### src/rtl/efti_pkg.sv
package efti_pkg;

  localparam int IMAGE_WIDTH  = 1024;
  localparam int IMAGE_HEIGHT = 1024;

  localparam int COL_W      = 10;
  localparam int ROW_W      = 10;
  localparam int Q_W        = 32;
  localparam int STEP_W     = 31;
  localparam int ITER_W     = 16;
  localparam int CFG_IDX_W  = 8;
  localparam int CFG_DATA_W = 32;
  localparam int PROD_W     = 64;
  localparam int ACC_W      = 44;
  localparam int FRAC_BITS  = 28;

  localparam logic [COL_W-1:0] COL_LAST = COL_W'(IMAGE_WIDTH - 1);
  localparam logic [ROW_W-1:0] ROW_LAST = ROW_W'(IMAGE_HEIGHT - 1);

  // 4.0 with 56 fraction bits
  localparam logic [PROD_W-1:0] ESC_LIMIT = PROD_W'(64'h0400_0000_0000_0000);

  localparam logic [CFG_IDX_W-1:0] REG_ORIGIN_REAL    = CFG_IDX_W'(0);
  localparam logic [CFG_IDX_W-1:0] REG_TOP_IMAG       = CFG_IDX_W'(1);
  localparam logic [CFG_IDX_W-1:0] REG_STEP_REAL      = CFG_IDX_W'(2);
  localparam logic [CFG_IDX_W-1:0] REG_STEP_IMAG      = CFG_IDX_W'(3);
  localparam logic [CFG_IDX_W-1:0] REG_JULIA_C_REAL   = CFG_IDX_W'(4);
  localparam logic [CFG_IDX_W-1:0] REG_JULIA_C_IMAG   = CFG_IDX_W'(5);
  localparam logic [CFG_IDX_W-1:0] REG_MAX_ITERATIONS = CFG_IDX_W'(6);
  localparam logic [CFG_IDX_W-1:0] REG_FRACTAL_MODE   = CFG_IDX_W'(7);

  localparam logic MODE_MANDELBROT = 1'b0;
  localparam logic MODE_JULIA      = 1'b1;

  typedef struct packed {
    logic signed [Q_W-1:0] origin_real;
    logic signed [Q_W-1:0] top_imag;
    logic [STEP_W-1:0]     step_real;
    logic [STEP_W-1:0]     step_imag;
    logic signed [Q_W-1:0] julia_c_real;
    logic signed [Q_W-1:0] julia_c_imag;
    logic [ITER_W-1:0]     max_iterations;
    logic                  fractal_mode;
  } cfg_t;

  localparam cfg_t CFG_RESET = '{
    origin_real:    32'hE000_0000,
    top_imag:       32'h2000_0000,
    step_real:      31'h0010_0000,
    step_imag:      31'h0010_0000,
    julia_c_real:   32'h0000_0000,
    julia_c_imag:   32'h0000_0000,
    max_iterations: 16'd64,
    fractal_mode:   MODE_MANDELBROT
  };

  // Clip a wide signed sum to the Q4.28 range
  function automatic logic signed [Q_W-1:0] sat_q(input logic signed [ACC_W-1:0] v);
    logic hi_zero;
    logic hi_ones;
    hi_zero = (v[ACC_W-1:Q_W-1] == '0);
    hi_ones = (v[ACC_W-1:Q_W-1] == '1);
    if (hi_zero || hi_ones) begin
      sat_q = v[Q_W-1:0];
    end else if (v[ACC_W-1]) begin
      sat_q = {1'b1, {(Q_W-1){1'b0}}};
    end else begin
      sat_q = {1'b0, {(Q_W-1){1'b1}}};
    end
  endfunction

endpackage

### src/rtl/efti_in_if.sv
interface efti_in_if;
  logic                        valid;
  logic                        ready;
  logic [efti_pkg::COL_W-1:0] pixel_col;
  logic [efti_pkg::ROW_W-1:0] pixel_row;

  modport source (output valid, output pixel_col, output pixel_row, input ready);
  modport sink (input valid, input pixel_col, input pixel_row, output ready);
endinterface

### src/rtl/efti_out_if.sv
interface efti_out_if;
  logic                         valid;
  logic                         ready;
  logic [efti_pkg::ITER_W-1:0] iteration_count;
  logic                         escaped;

  modport source (output valid, output iteration_count, output escaped, input ready);
  modport sink (input valid, input iteration_count, input escaped, output ready);
endinterface

### src/rtl/efti_cfg_if.sv
interface efti_cfg_if;
  logic                             valid;
  logic                             ready;
  logic [efti_pkg::CFG_IDX_W-1:0]  index;
  logic [efti_pkg::CFG_DATA_W-1:0] data;

  modport source (output valid, output index, output data, input ready);
  modport sink (input valid, input index, input data, output ready);
endinterface

### src/rtl/efti_mul.sv
module efti_mul (
  input  logic                                clk,
  input  logic signed [efti_pkg::Q_W-1:0]    a,
  input  logic signed [efti_pkg::Q_W-1:0]    b,
  output logic signed [efti_pkg::PROD_W-1:0] prod_r
);

  always_ff @(posedge clk) begin
    prod_r <= a * b;
  end

endmodule

### src/rtl/efti_regs.sv
module efti_regs (
  input  logic           clk,
  input  logic           rst_n,
  efti_cfg_if.sink       cfg_s,
  output efti_pkg::cfg_t cfg
);

  efti_pkg::cfg_t cfg_r;
  efti_pkg::cfg_t cfg_nxt;

  assign cfg_s.ready = 1'b1;
  assign cfg = cfg_r;

  always_comb begin
    cfg_nxt = cfg_r;
    if (cfg_s.valid) begin
      unique case (cfg_s.index)
        efti_pkg::REG_ORIGIN_REAL:    cfg_nxt.origin_real    = cfg_s.data[efti_pkg::Q_W-1:0];
        efti_pkg::REG_TOP_IMAG:       cfg_nxt.top_imag       = cfg_s.data[efti_pkg::Q_W-1:0];
        efti_pkg::REG_STEP_REAL:      cfg_nxt.step_real      = cfg_s.data[efti_pkg::STEP_W-1:0];
        efti_pkg::REG_STEP_IMAG:      cfg_nxt.step_imag      = cfg_s.data[efti_pkg::STEP_W-1:0];
        efti_pkg::REG_JULIA_C_REAL:   cfg_nxt.julia_c_real   = cfg_s.data[efti_pkg::Q_W-1:0];
        efti_pkg::REG_JULIA_C_IMAG:   cfg_nxt.julia_c_imag   = cfg_s.data[efti_pkg::Q_W-1:0];
        efti_pkg::REG_MAX_ITERATIONS: cfg_nxt.max_iterations = cfg_s.data[efti_pkg::ITER_W-1:0];
        efti_pkg::REG_FRACTAL_MODE:   cfg_nxt.fractal_mode   = cfg_s.data[0];
        default: ;  // drop writes to unknown indexes
      endcase
    end
  end

  always_ff @(posedge clk) begin
    if (!rst_n) begin
      cfg_r <= efti_pkg::CFG_RESET;
    end else begin
      cfg_r <= cfg_nxt;
    end
  end

endmodule

### src/rtl/efti_core.sv
module efti_core (
  input  logic                                clk,
  input  logic                                rst_n,
  input  efti_pkg::cfg_t                      cfg,
  efti_in_if.sink                             in_s,
  efti_out_if.source                          out_m,
  output logic signed [efti_pkg::Q_W-1:0]    mul_a,
  output logic signed [efti_pkg::Q_W-1:0]    mul_b,
  input  logic signed [efti_pkg::PROD_W-1:0] mul_p
);

  typedef enum logic [3:0] {
    S_IDLE,
    S_MAP_R,
    S_MAP_I,
    S_MAP_END,
    S_RR,
    S_II,
    S_RI,
    S_EVAL,
    S_DONE
  } state_t;

  localparam int QW = efti_pkg::Q_W;
  localparam int AW = efti_pkg::ACC_W;
  localparam int PW = efti_pkg::PROD_W;

  state_t state_r, state_nxt;
  logic [efti_pkg::COL_W-1:0]  col_r, col_nxt;
  logic [efti_pkg::ROW_W-1:0]  row_r, row_nxt;
  logic signed [QW-1:0]        zr_r, zr_nxt;
  logic signed [QW-1:0]        zi_r, zi_nxt;
  logic signed [QW-1:0]        cr_r, cr_nxt;
  logic signed [QW-1:0]        ci_r, ci_nxt;
  logic [efti_pkg::ITER_W-1:0] count_r, count_nxt;
  logic signed [PW-1:0]        rr_r, rr_nxt;
  logic signed [PW-1:0]        diff_r, diff_nxt;
  logic                        esc_r, esc_nxt;
  logic                        out_valid_r, out_valid_nxt;
  logic [efti_pkg::ITER_W-1:0] out_count_r, out_count_nxt;
  logic                        out_esc_r, out_esc_nxt;

  logic signed [AW-1:0] orig_ext, top_ext, cr_ext, ci_ext, prod_lo;
  logic signed [AW-1:0] map_re, map_im, diff_lo, ri_lo, nr_sum, ni_sum;
  logic signed [PW-1:0] diff_sh, ri_sh;
  logic [PW-1:0]        mag;
  logic signed [QW-1:0] zi_mapped;

  assign in_s.ready            = (state_r == S_IDLE);
  assign out_m.valid           = out_valid_r;
  assign out_m.iteration_count = out_count_r;
  assign out_m.escaped         = out_esc_r;

  assign orig_ext = {{(AW-QW){cfg.origin_real[QW-1]}}, cfg.origin_real};
  assign top_ext  = {{(AW-QW){cfg.top_imag[QW-1]}}, cfg.top_imag};
  assign cr_ext   = {{(AW-QW){cr_r[QW-1]}}, cr_r};
  assign ci_ext   = {{(AW-QW){ci_r[QW-1]}}, ci_r};
  // mapping products are non-negative and well inside the accumulator width
  assign prod_lo  = mul_p[AW-1:0];
  assign map_re   = orig_ext + prod_lo;
  assign map_im   = top_ext - prod_lo;
  assign zi_mapped = efti_pkg::sat_q(map_im);

  // arithmetic shifts give the floor of the scaled products
  assign diff_sh = diff_r >>> efti_pkg::FRAC_BITS;
  assign ri_sh   = mul_p >>> (efti_pkg::FRAC_BITS - 1);
  assign diff_lo = diff_sh[AW-1:0];
  assign ri_lo   = ri_sh[AW-1:0];
  assign nr_sum  = diff_lo + cr_ext;
  assign ni_sum  = ri_lo + ci_ext;

  // squares are non-negative, so the exact sum fits unsigned
  assign mag = $unsigned(rr_r) + $unsigned(mul_p);

  always_comb begin
    state_nxt     = state_r;
    col_nxt       = col_r;
    row_nxt       = row_r;
    zr_nxt        = zr_r;
    zi_nxt        = zi_r;
    cr_nxt        = cr_r;
    ci_nxt        = ci_r;
    count_nxt     = count_r;
    rr_nxt        = rr_r;
    diff_nxt      = diff_r;
    esc_nxt       = esc_r;
    out_valid_nxt = out_valid_r;
    out_count_nxt = out_count_r;
    out_esc_nxt   = out_esc_r;
    mul_a         = zr_r;
    mul_b         = zi_r;

    if (out_valid_r && out_m.ready) begin
      out_valid_nxt = 1'b0;
    end

    unique case (state_r)
      S_IDLE: begin
        if (in_s.valid) begin
          col_nxt = (32'(in_s.pixel_col) > 32'(efti_pkg::IMAGE_WIDTH - 1)) ?
                    efti_pkg::COL_LAST : in_s.pixel_col;
          row_nxt = (32'(in_s.pixel_row) > 32'(efti_pkg::IMAGE_HEIGHT - 1)) ?
                    efti_pkg::ROW_LAST : in_s.pixel_row;
          state_nxt = S_MAP_R;
        end
      end
      S_MAP_R: begin
        mul_a     = {{(QW-efti_pkg::COL_W){1'b0}}, col_r};
        mul_b     = {1'b0, cfg.step_real};
        state_nxt = S_MAP_I;
      end
      S_MAP_I: begin
        mul_a     = {{(QW-efti_pkg::ROW_W){1'b0}}, row_r};
        mul_b     = {1'b0, cfg.step_imag};
        zr_nxt    = efti_pkg::sat_q(map_re);
        state_nxt = S_MAP_END;
      end
      S_MAP_END: begin
        zi_nxt    = zi_mapped;
        cr_nxt    = (cfg.fractal_mode == efti_pkg::MODE_JULIA) ? cfg.julia_c_real : zr_r;
        ci_nxt    = (cfg.fractal_mode == efti_pkg::MODE_JULIA) ? cfg.julia_c_imag : zi_mapped;
        count_nxt = '0;
        state_nxt = S_RR;
      end
      S_RR: begin
        mul_a     = zr_r;
        mul_b     = zr_r;
        state_nxt = S_II;
      end
      S_II: begin
        mul_a     = zi_r;
        mul_b     = zi_r;
        rr_nxt    = mul_p;
        state_nxt = S_RI;
      end
      S_RI: begin
        // mul_p holds zi^2 here
        mul_a     = zr_r;
        mul_b     = zi_r;
        esc_nxt   = (mag > efti_pkg::ESC_LIMIT);
        diff_nxt  = rr_r - mul_p;
        state_nxt = S_EVAL;
      end
      S_EVAL: begin
        // mul_p holds zr*zi here
        if (esc_r || (count_r >= cfg.max_iterations)) begin
          state_nxt = S_DONE;
        end else begin
          zr_nxt    = efti_pkg::sat_q(nr_sum);
          zi_nxt    = efti_pkg::sat_q(ni_sum);
          count_nxt = count_r + 1'b1;
          state_nxt = S_RR;
        end
      end
      S_DONE: begin
        // hold until the output register is free
        if (!out_valid_r || out_m.ready) begin
          out_valid_nxt = 1'b1;
          out_count_nxt = count_r;
          out_esc_nxt   = esc_r;
          state_nxt     = S_IDLE;
        end
      end
      default: state_nxt = S_IDLE;
    endcase
  end

  always_ff @(posedge clk) begin
    if (!rst_n) begin
      state_r     <= S_IDLE;
      out_valid_r <= 1'b0;
    end else begin
      state_r     <= state_nxt;
      out_valid_r <= out_valid_nxt;
      col_r       <= col_nxt;
      row_r       <= row_nxt;
      zr_r        <= zr_nxt;
      zi_r        <= zi_nxt;
      cr_r        <= cr_nxt;
      ci_r        <= ci_nxt;
      count_r     <= count_nxt;
      rr_r        <= rr_nxt;
      diff_r      <= diff_nxt;
      esc_r       <= esc_nxt;
      out_count_r <= out_count_nxt;
      out_esc_r   <= out_esc_nxt;
    end
  end

endmodule

### src/rtl/escape_time_fractal_iterator.sv
// Each input pixel is mapped (S_MAP_R, S_MAP_I, S_MAP_END), then iterated until escape or the limit.
// One shared 32x32 multiplier serves the two mapping products and three
// products per iteration, and a sequencer steps them plus an evaluate state.
// Input is not ready while a pixel is in flight; a finished result waits in the output register.
// Reset (rst_n low, synchronous): sequencer idle, output empty, registers to defaults.
module escape_time_fractal_iterator (
  input  logic       clk,
  input  logic       rst_n,
  efti_in_if.sink    in_s,
  efti_out_if.source out_m,
  efti_cfg_if.sink   cfg_s
);

  efti_pkg::cfg_t                      cfg;
  logic signed [efti_pkg::Q_W-1:0]    mul_a;
  logic signed [efti_pkg::Q_W-1:0]    mul_b;
  logic signed [efti_pkg::PROD_W-1:0] mul_p;

  efti_regs u_regs (
    .clk   (clk),
    .rst_n (rst_n),
    .cfg_s (cfg_s),
    .cfg   (cfg)
  );

  efti_core u_core (
    .clk   (clk),
    .rst_n (rst_n),
    .cfg   (cfg),
    .in_s  (in_s),
    .out_m (out_m),
    .mul_a (mul_a),
    .mul_b (mul_b),
    .mul_p (mul_p)
  );

  efti_mul u_mul (
    .clk    (clk),
    .a      (mul_a),
    .b      (mul_b),
    .prod_r (mul_p)
  );

endmodule

### src/flat_wrapper.sv
// flat-port wrapper written by rule: the top's interface ports become plain ports
module escape_time_fractal_iterator_flat 
  (clk, rst_n, in_s_valid, in_s_pixel_col, in_s_pixel_row, in_s_ready, out_m_valid, out_m_iteration_count, out_m_escaped, out_m_ready, cfg_s_valid, cfg_s_index, cfg_s_data, cfg_s_ready);
  efti_in_if in_s_i ();
  efti_out_if out_m_i ();
  efti_cfg_if cfg_s_i ();
  input  logic clk;
  input  logic rst_n;
  input wire logic [$bits(in_s_i.valid)-1:0] in_s_valid;
  input wire logic [$bits(in_s_i.pixel_col)-1:0] in_s_pixel_col;
  input wire logic [$bits(in_s_i.pixel_row)-1:0] in_s_pixel_row;
  output wire logic [$bits(in_s_i.ready)-1:0] in_s_ready;
  output wire logic [$bits(out_m_i.valid)-1:0] out_m_valid;
  output wire logic [$bits(out_m_i.iteration_count)-1:0] out_m_iteration_count;
  output wire logic [$bits(out_m_i.escaped)-1:0] out_m_escaped;
  input wire logic [$bits(out_m_i.ready)-1:0] out_m_ready;
  input wire logic [$bits(cfg_s_i.valid)-1:0] cfg_s_valid;
  input wire logic [$bits(cfg_s_i.index)-1:0] cfg_s_index;
  input wire logic [$bits(cfg_s_i.data)-1:0] cfg_s_data;
  output wire logic [$bits(cfg_s_i.ready)-1:0] cfg_s_ready;
  assign in_s_i.valid = in_s_valid;
  assign in_s_i.pixel_col = in_s_pixel_col;
  assign in_s_i.pixel_row = in_s_pixel_row;
  assign in_s_ready = in_s_i.ready;
  assign out_m_valid = out_m_i.valid;
  assign out_m_iteration_count = out_m_i.iteration_count;
  assign out_m_escaped = out_m_i.escaped;
  assign out_m_i.ready = out_m_ready;
  assign cfg_s_i.valid = cfg_s_valid;
  assign cfg_s_i.index = cfg_s_index;
  assign cfg_s_i.data = cfg_s_data;
  assign cfg_s_ready = cfg_s_i.ready;
  escape_time_fractal_iterator u_core (.clk(clk), .rst_n(rst_n), .in_s(in_s_i), .out_m(out_m_i), .cfg_s(cfg_s_i));
endmodule
### config.mk
export PLATFORM = sky130hd
export DESIGN_NAME = escape_time_fractal_iterator_flat
export DESIGN_NICKNAME = d
export VERILOG_FILES = /design/src/rtl/efti_pkg.sv /design/src/rtl/efti_in_if.sv /design/src/rtl/efti_out_if.sv /design/src/rtl/efti_cfg_if.sv /design/src/rtl/efti_mul.sv /design/src/rtl/efti_regs.sv /design/src/rtl/efti_core.sv /design/src/rtl/escape_time_fractal_iterator.sv /design/src/flat_wrapper.sv
export SDC_FILE = /design/constraint.sdc
export NUM_CORES = 2
export LEC_CHECK = 0
export BUFFER_PORTS_ARGS = -buffer_cell sky130_fd_sc_hd__buf_4
export CORE_MARGIN = 1
export CORE_UTILIZATION = 52
export CTS_CLUSTER_SIZE = 8
export DETAILED_ROUTE_END_ITERATION = 6
export PLACE_DENSITY = 0.78
export SLEW_MARGIN = 20
export SYNTH_ARGS = -nofsm -noshare
export SYNTH_HDL_FRONTEND = slang
export SYNTH_HIERARCHICAL = 1
export SYNTH_SLANG_ARGS = --single-unit
### constraint.sdc
create_clock -name clk -period 10.16 [get_ports clk]
set_input_delay 0.508 -clock clk [delete_from_list [all_inputs] [get_ports clk]]
set_output_delay 0.508 -clock clk [all_outputs]
set_load 0.005 [all_outputs]
### Yosys cells after proc, flatten, opt, wreduce, memory -nomap -nowiden

Cells that the tools add are included.

* $add $sub $neg: 7
* multipliers: 1
* magnitude comparators: 2
* eq/ne operators: 22
* muxes and demuxes: 25
* reductions and logical operators: 32

Operator list (count)
* $mux W32: 12
* $pmux W32 S3: 2
* $pmux W32 S2: 2
* $add A64 B64 Y64: 1
* $gt A64 B59 Y1 const B: 1
* $mul A32 B32 Y64: 1
* $sub A64 B64 Y64: 1
* $eq A13 B13 Y1 const B: 4
* $logic_not A13 Y1: 4
* $add A32 B44 Y44: 1
* $sub A32 B44 Y44: 1
* $add A37 B32 Y38: 1
* $add A36 B32 Y37: 1
* $pmux W4 S9: 1
* $eq A8 B3 Y1 const B: 4
* $pmux W16 S2: 1
* $reduce_and A2 Y1: 12
* $add A16 B1 Y16 const B: 1
* $eq A4 B3 Y1 const B: 4
* $eq A8 B2 Y1 const B: 2
* $ge A16 B16 Y1: 1
* $mux W16: 1
* $mux W4: 3
* $reduce_and A3 Y1: 4
* other kinds (12): 23

* register bits after elaboration: 586
* input bits: 65
* output and inout port bits: 20

### Longest topological paths before layout

* depth in word-level cells: 6
* mapped depth: 36
* mapped depth without buffers: 32

### By module

The synthesis kept the hierarchy.

Modules (own cells, without submodules)
* efti_mul: times used 1, cells each 3921, area each 37242.0 µm², sequential area each 1281.2 µm²
* efti_core: times used 1, cells each 3436, area each 29102.9 µm², sequential area each 8568.2 µm²
* efti_regs: times used 1, cells each 729, area each 7578.5 µm², sequential area each 4144.0 µm²

### Worst setup path before layout

No wires, ideal clock.

* kind: register to register
* start point: register u_core.u_core.state_r[1]
* end point: register u_core/u_mul/prod_r[63] in the netlist's numbering
* library setup time: 125 ps
* data arrival time: 9610 ps
* setup slack: 426 ps
* stages on the path, launching flop included: 37
* path buffers: 4
* cell sequence: dfxtp_1 > clkbuf_1 > nor2b_1 > nor3b_1 > or3_1 > clkbuf_1 > clkbuf_1 > nor2_1 > a31oi_1 > clkbuf_1 > nand2_1 > inv_1 > fa_1 > inv_1 > fa_1 > inv_1 > fa_1 > fa_1 > inv_1 > fa_1 > inv_1 > fa_1 > inv_1 > fa_1 > inv_1 > fa_1 > ha_1 > and3_1 > nand2_1 > or3_1 > o221ai_1 > a41oi_1 > a21o_1 > nand2_1 > a21o_1 > a221oi_1 > xnor2_1

* cells in the longest elaborated chain, start to end: 3

RTL lines
* from (decl): line efti_core.sv:28 `state_t state_r, state_nxt;`
* from (signal assigned): line efti_core.sv:173 `state_r <= state_nxt;`
* $eq A4 B3 Y1 (tied with other cells): line efti_core.sv:97 `unique case (state_r)`
* $pmux W32 S3 *: line efti_core.sv:97
* named net u_core.mul_b (one bit): line escape_time_fractal_iterator.sv:16 `logic signed [efti_pkg::Q_W-1:0] mul_b;`
* $mul A32 B32 Y64 *: line efti_mul.sv:9 `prod_r <= a * b;`
* to (signal assigned): line efti_mul.sv:9
* to (decl): line efti_mul.sv:5 `output logic signed [efti_pkg::PROD_W-1:0] prod_r`

The timed path passes the listed nets; every way through them passes the cells marked *.
A chain may end at the register's enable or synchronous reset.

### Worst setup path after layout

* start point: register u_core.u_core.state_r[1]
* end point: register u_core/u_mul/prod_r[62] in the netlist's numbering

Same word-level chain as after synthesis.

==> impl_metrics.py <==
metrics = {
    "floorplan": {
        "core_region_area_mm2": 0.140,
        "chipWidth_um": 379,
        "fp.dieH_um": 379,
        "start_util": 0.527,
        "row_count": 137,
        "die-area_mm2": 0.144,
        "io_pins": 85,
    },
    "timing": {
        "fmax_mhz": 102,
        "hold_violations": 0,
        "min_period_ns": 9.76,
        "worstMarginPinSlew_ns": 1.34,
        "post-route-period-util": 0.960,
        "slew_headroom": 0.0976,
        "fin_worst_skew_ns": 0.0422,
        "setup_viol": 0,
        "slew_violations": 0,
    },
    "worst_setup_path": {
        "cp_data_required_time_ns": 10.71,
        "cp_slowest_cell": "fa_1",
        "path_class": "reg -> reg",
        "crit_arrival_ns": 10.31,
        "cpMostUsedCell": "fa_1",
        "critPathMaxStageDelay_ns": 0.55,
        "start_kind": "flip-flop",
        "cp_max_fo": 32,
        "end_kind": "flip-flop",
    },
    "synth": {
        "synth_fa_ha_area_frac": 0.377,
        "netlist_area_mm2": 0.0739,
        "syn_nets": 9724,
        "synth_top_family_by_area": "adder cells",
        "synth_edf_count": 282,
        "ys_warn_count": 6,
        "synth_ff_type": "edfxtp_1",
        "synth-simple-area-share": 0.163,
        "ys_seq_area_frac": 0.189,
        "yosys-top-cells-area": "fa_1 29%, edfxtp_1 11%, ha_1 8.2%, dfxtp_1 7.5%, inv_1 5.8%",
        "yosys.area.top_type": "fa_1",
        "synth-compound-area-share": 0.124,
        "synth_seq_cells": 558,
        "yosysTopAreaCellShare": 0.294,
        "syn_inst": 8086,
        "synth-xor-area-share": 0.0315,
        "async_flop_share": 0,
        "yosysUniqueCellTypes": 98,
        "syn_avg_cell_area_um2": 9.14,
        "synth_mux_area_frac": 0.0346,
    },
    "placement": {
        "io_buffers": 83,
        "place_area_mm2": 0.0771,
        "hpwl_mm": 198,
        "gp_congestion": 1.07,
    },
    "flow_run": {
        "cap_viol_max_count": 0,
    },
    "clock_network": {
        "clk_pin_slew_ns": 0.05,
        "cts_tree": "yes",
        "htree_num_levels": 3,
        "cts_made_buffers": 80,
        "insertion_delay_ns": 0.67,
        "cts_num_sinks": 558,
        "root_buffer": "clkbuf_16",
        "clockBufferDepth": 3,
    },
    "route": {
        "route.detailed.drc": 0,
        "wire_per_inst_um": 25.2,
        "vias": 61731,
        "drt_iter0_markers": 7231,
        "vias_per_cell": 6.20,
        "ant_nets": 0,
        "drt_pass1_iterations": 6,
        "drt-total-wl_mm": 250,
    },
    "global_route": {
        "grtUsageTotal": 0.350,
        "antenna_found_initial": 8,
        "grt_max_degree": 137,
        "grt_pass1_vias": 62016,
        "grt-ovfl-total": 0,
        "grt_pass1_wl_mm": 377,
    },
    "cells_and_area": {
        "syn_to_final_growth_pct": 7.67,
        "most-common-layout-cells": "1,148 x inv_1, 1,087 x fa_1, 1,060 x nand2_1",
        "drive_above_1_share": 0.0592,
        "mostFrequentLayoutCell": "inv_1",
        "nets": 9648,
        "fin_util": 0.568,
        "stdcell_area_mm2": 0.0796,
    },
    "run_status": {
        "outcome": "finished clean",
    },
    "min_path": {
        "hold_path.class": "in -> reg",
    },
}
-- synthesized netlist by cell type (all sizes together) (27+ instances only) --
| cell | n |
|---|---|
| a221oi | 36 |
| mux2 | 37 |
| nor2b | 58 |
| nand2b | 51 |
| buf | 58 |
| xor2 | 86 |
| clkbuf | 352 |
| nand4 | 59 |
| dfxtp | 276 |
| o211ai | 39 |
| o21ai | 205 |
| o31ai | 55 |
| o21bai | 46 |
| a31oi | 80 |
| ha | 486 |
| mux2i | 214 |
| or3 | 27 |
| a22oi | 41 |
| nor4 | 58 |
| xnor2 | 180 |
| edfxtp | 282 |
| and3 | 40 |
| inv | 1149 |
| a221o | 36 |
| a21oi | 416 |
| nand2 | 1060 |
| o21a | 51 |
| nor3 | 71 |
| and2 | 546 |
| fa | 1087 |
| a211oi | 30 |
| nand3 | 83 |
| nor2 | 374 |
| a21o | 118 |
-- worst max-delay path: cells and delay by family (launching register included) --
| kind | cells | cell delay, ns |
|---|---|---|
| AND/OR/NAND/NOR | 6 | 1.54 |
| buffers and inverters | 8 | 1.20 |
| AO/OA/AOI/OAI | 10 | 2.15 |
| flip-flops | 1 | 0.46 |
| adder cells (fa/ha/maj) | 9 | 4.24 |
-- layout make-up --
type / instances / area (um^2)
Antenna cell: 8 / 20.0
Clock buffer: 138 / 2240
Clock inverter: 8 / 138
Fill cell: 12183 / 60600
Inverter: 1149 / 4310
Multi-Input combinational cell: 5969 / 54300
Sequential cell: 558 / 14000
Tap cell: 1876 / 2350
Timing Repair Buffer: 252 / 2200
-- layer usage --
metal,part of all wire,up-vias,track usage,routed length (um)
li1,-,26448,-,-
met1,0.37,30809,0.446,93300
met2,0.45,3604,0.540,112000
met3,0.11,858,0.0839,27400
met4,0.071,12,0.209,17800
met5,0.00029,-,0,73
-- per-stage QoR --
stage	instances	TNS (ns)	worst slack (ns)	hold WS (ns)
CTS	9949	0	0.0891	0.0234
global route	9952	-0.000306	-0.000306	0.0271
floorplan	8086	0	0.426	0.428
detailed placement	9803	0	0.117	0.450
global placement	9803	0	0.285	0.441
finish	9958	0	0.403	0.0388
-- flip-flops by register name, indices dropped and copies added (netlist names) --
name / count
u_core/u_core/out_m.valid: 1
u_core/u_core/row_r: 10
u_core/u_mul/prod_r: 64
u_core/u_core/diff_r: 36
u_core/u_core/zi_r: 32
u_core/u_core/ci_r: 32
u_core/u_core/count_r: 16
u_core/u_core/col_r: 10
u_core/u_core/zr_r: 32
u_core/u_core/esc_r: 1
u_core/u_regs/cfg: 207
u_core/u_core/out_m.iteration_count: 16
u_core/u_core/rr_r: 64
u_core/u_core/out_m.escaped: 1
u_core/u_core/state_r: 4
u_core/u_core/cr_r: 32
-- kinds of logic (layout without fill, tap and decap cells) --
group / after synthesis / after routing
AND/OR/NAND/NOR: 2505 / 2505
adder cells (fa/ha/maj): 1573 / 1573
buffers and inverters: 1559 / 1547
AO/OA/AOI/OAI: 1373 / 1373
flip-flops: 558 / 558
XOR/XNOR: 266 / 266
multiplexers: 251 / 251
other: 1 / 9
-- path summary, 6_finish.rpt --
kind | startpoint | end | slack [ns] | cells past startpoint
setup / recovery | u_core/u_core/state_r[1] | u_core/u_mul/prod_r[62] | 0.40 | 33
hold / removal | in_s_pixel_row[2] | u_core/u_core/row_r[2] | 0.04 | 1
setup reg to reg | u_core/u_core/state_r[1] | u_core/u_mul/prod_r[62] | 0.40 | 33
hold reg to reg | u_core/u_regs/cfg[48] | u_core/u_regs/cfg[48] | 0.46 | 2
-- repair_timing --
| item | CTS | global route |
|---|---|---|
| hold buffers | 0 | 0 |
| endpoints found under the setup margin | 0 | 21 |
| gates resized for setup | 0 | 13 |
| buffers inserted | 0 | 1 |
Power is not shown: default switching activity piles up to over one toggle a cycle in this logic, so the estimate is an artifact.
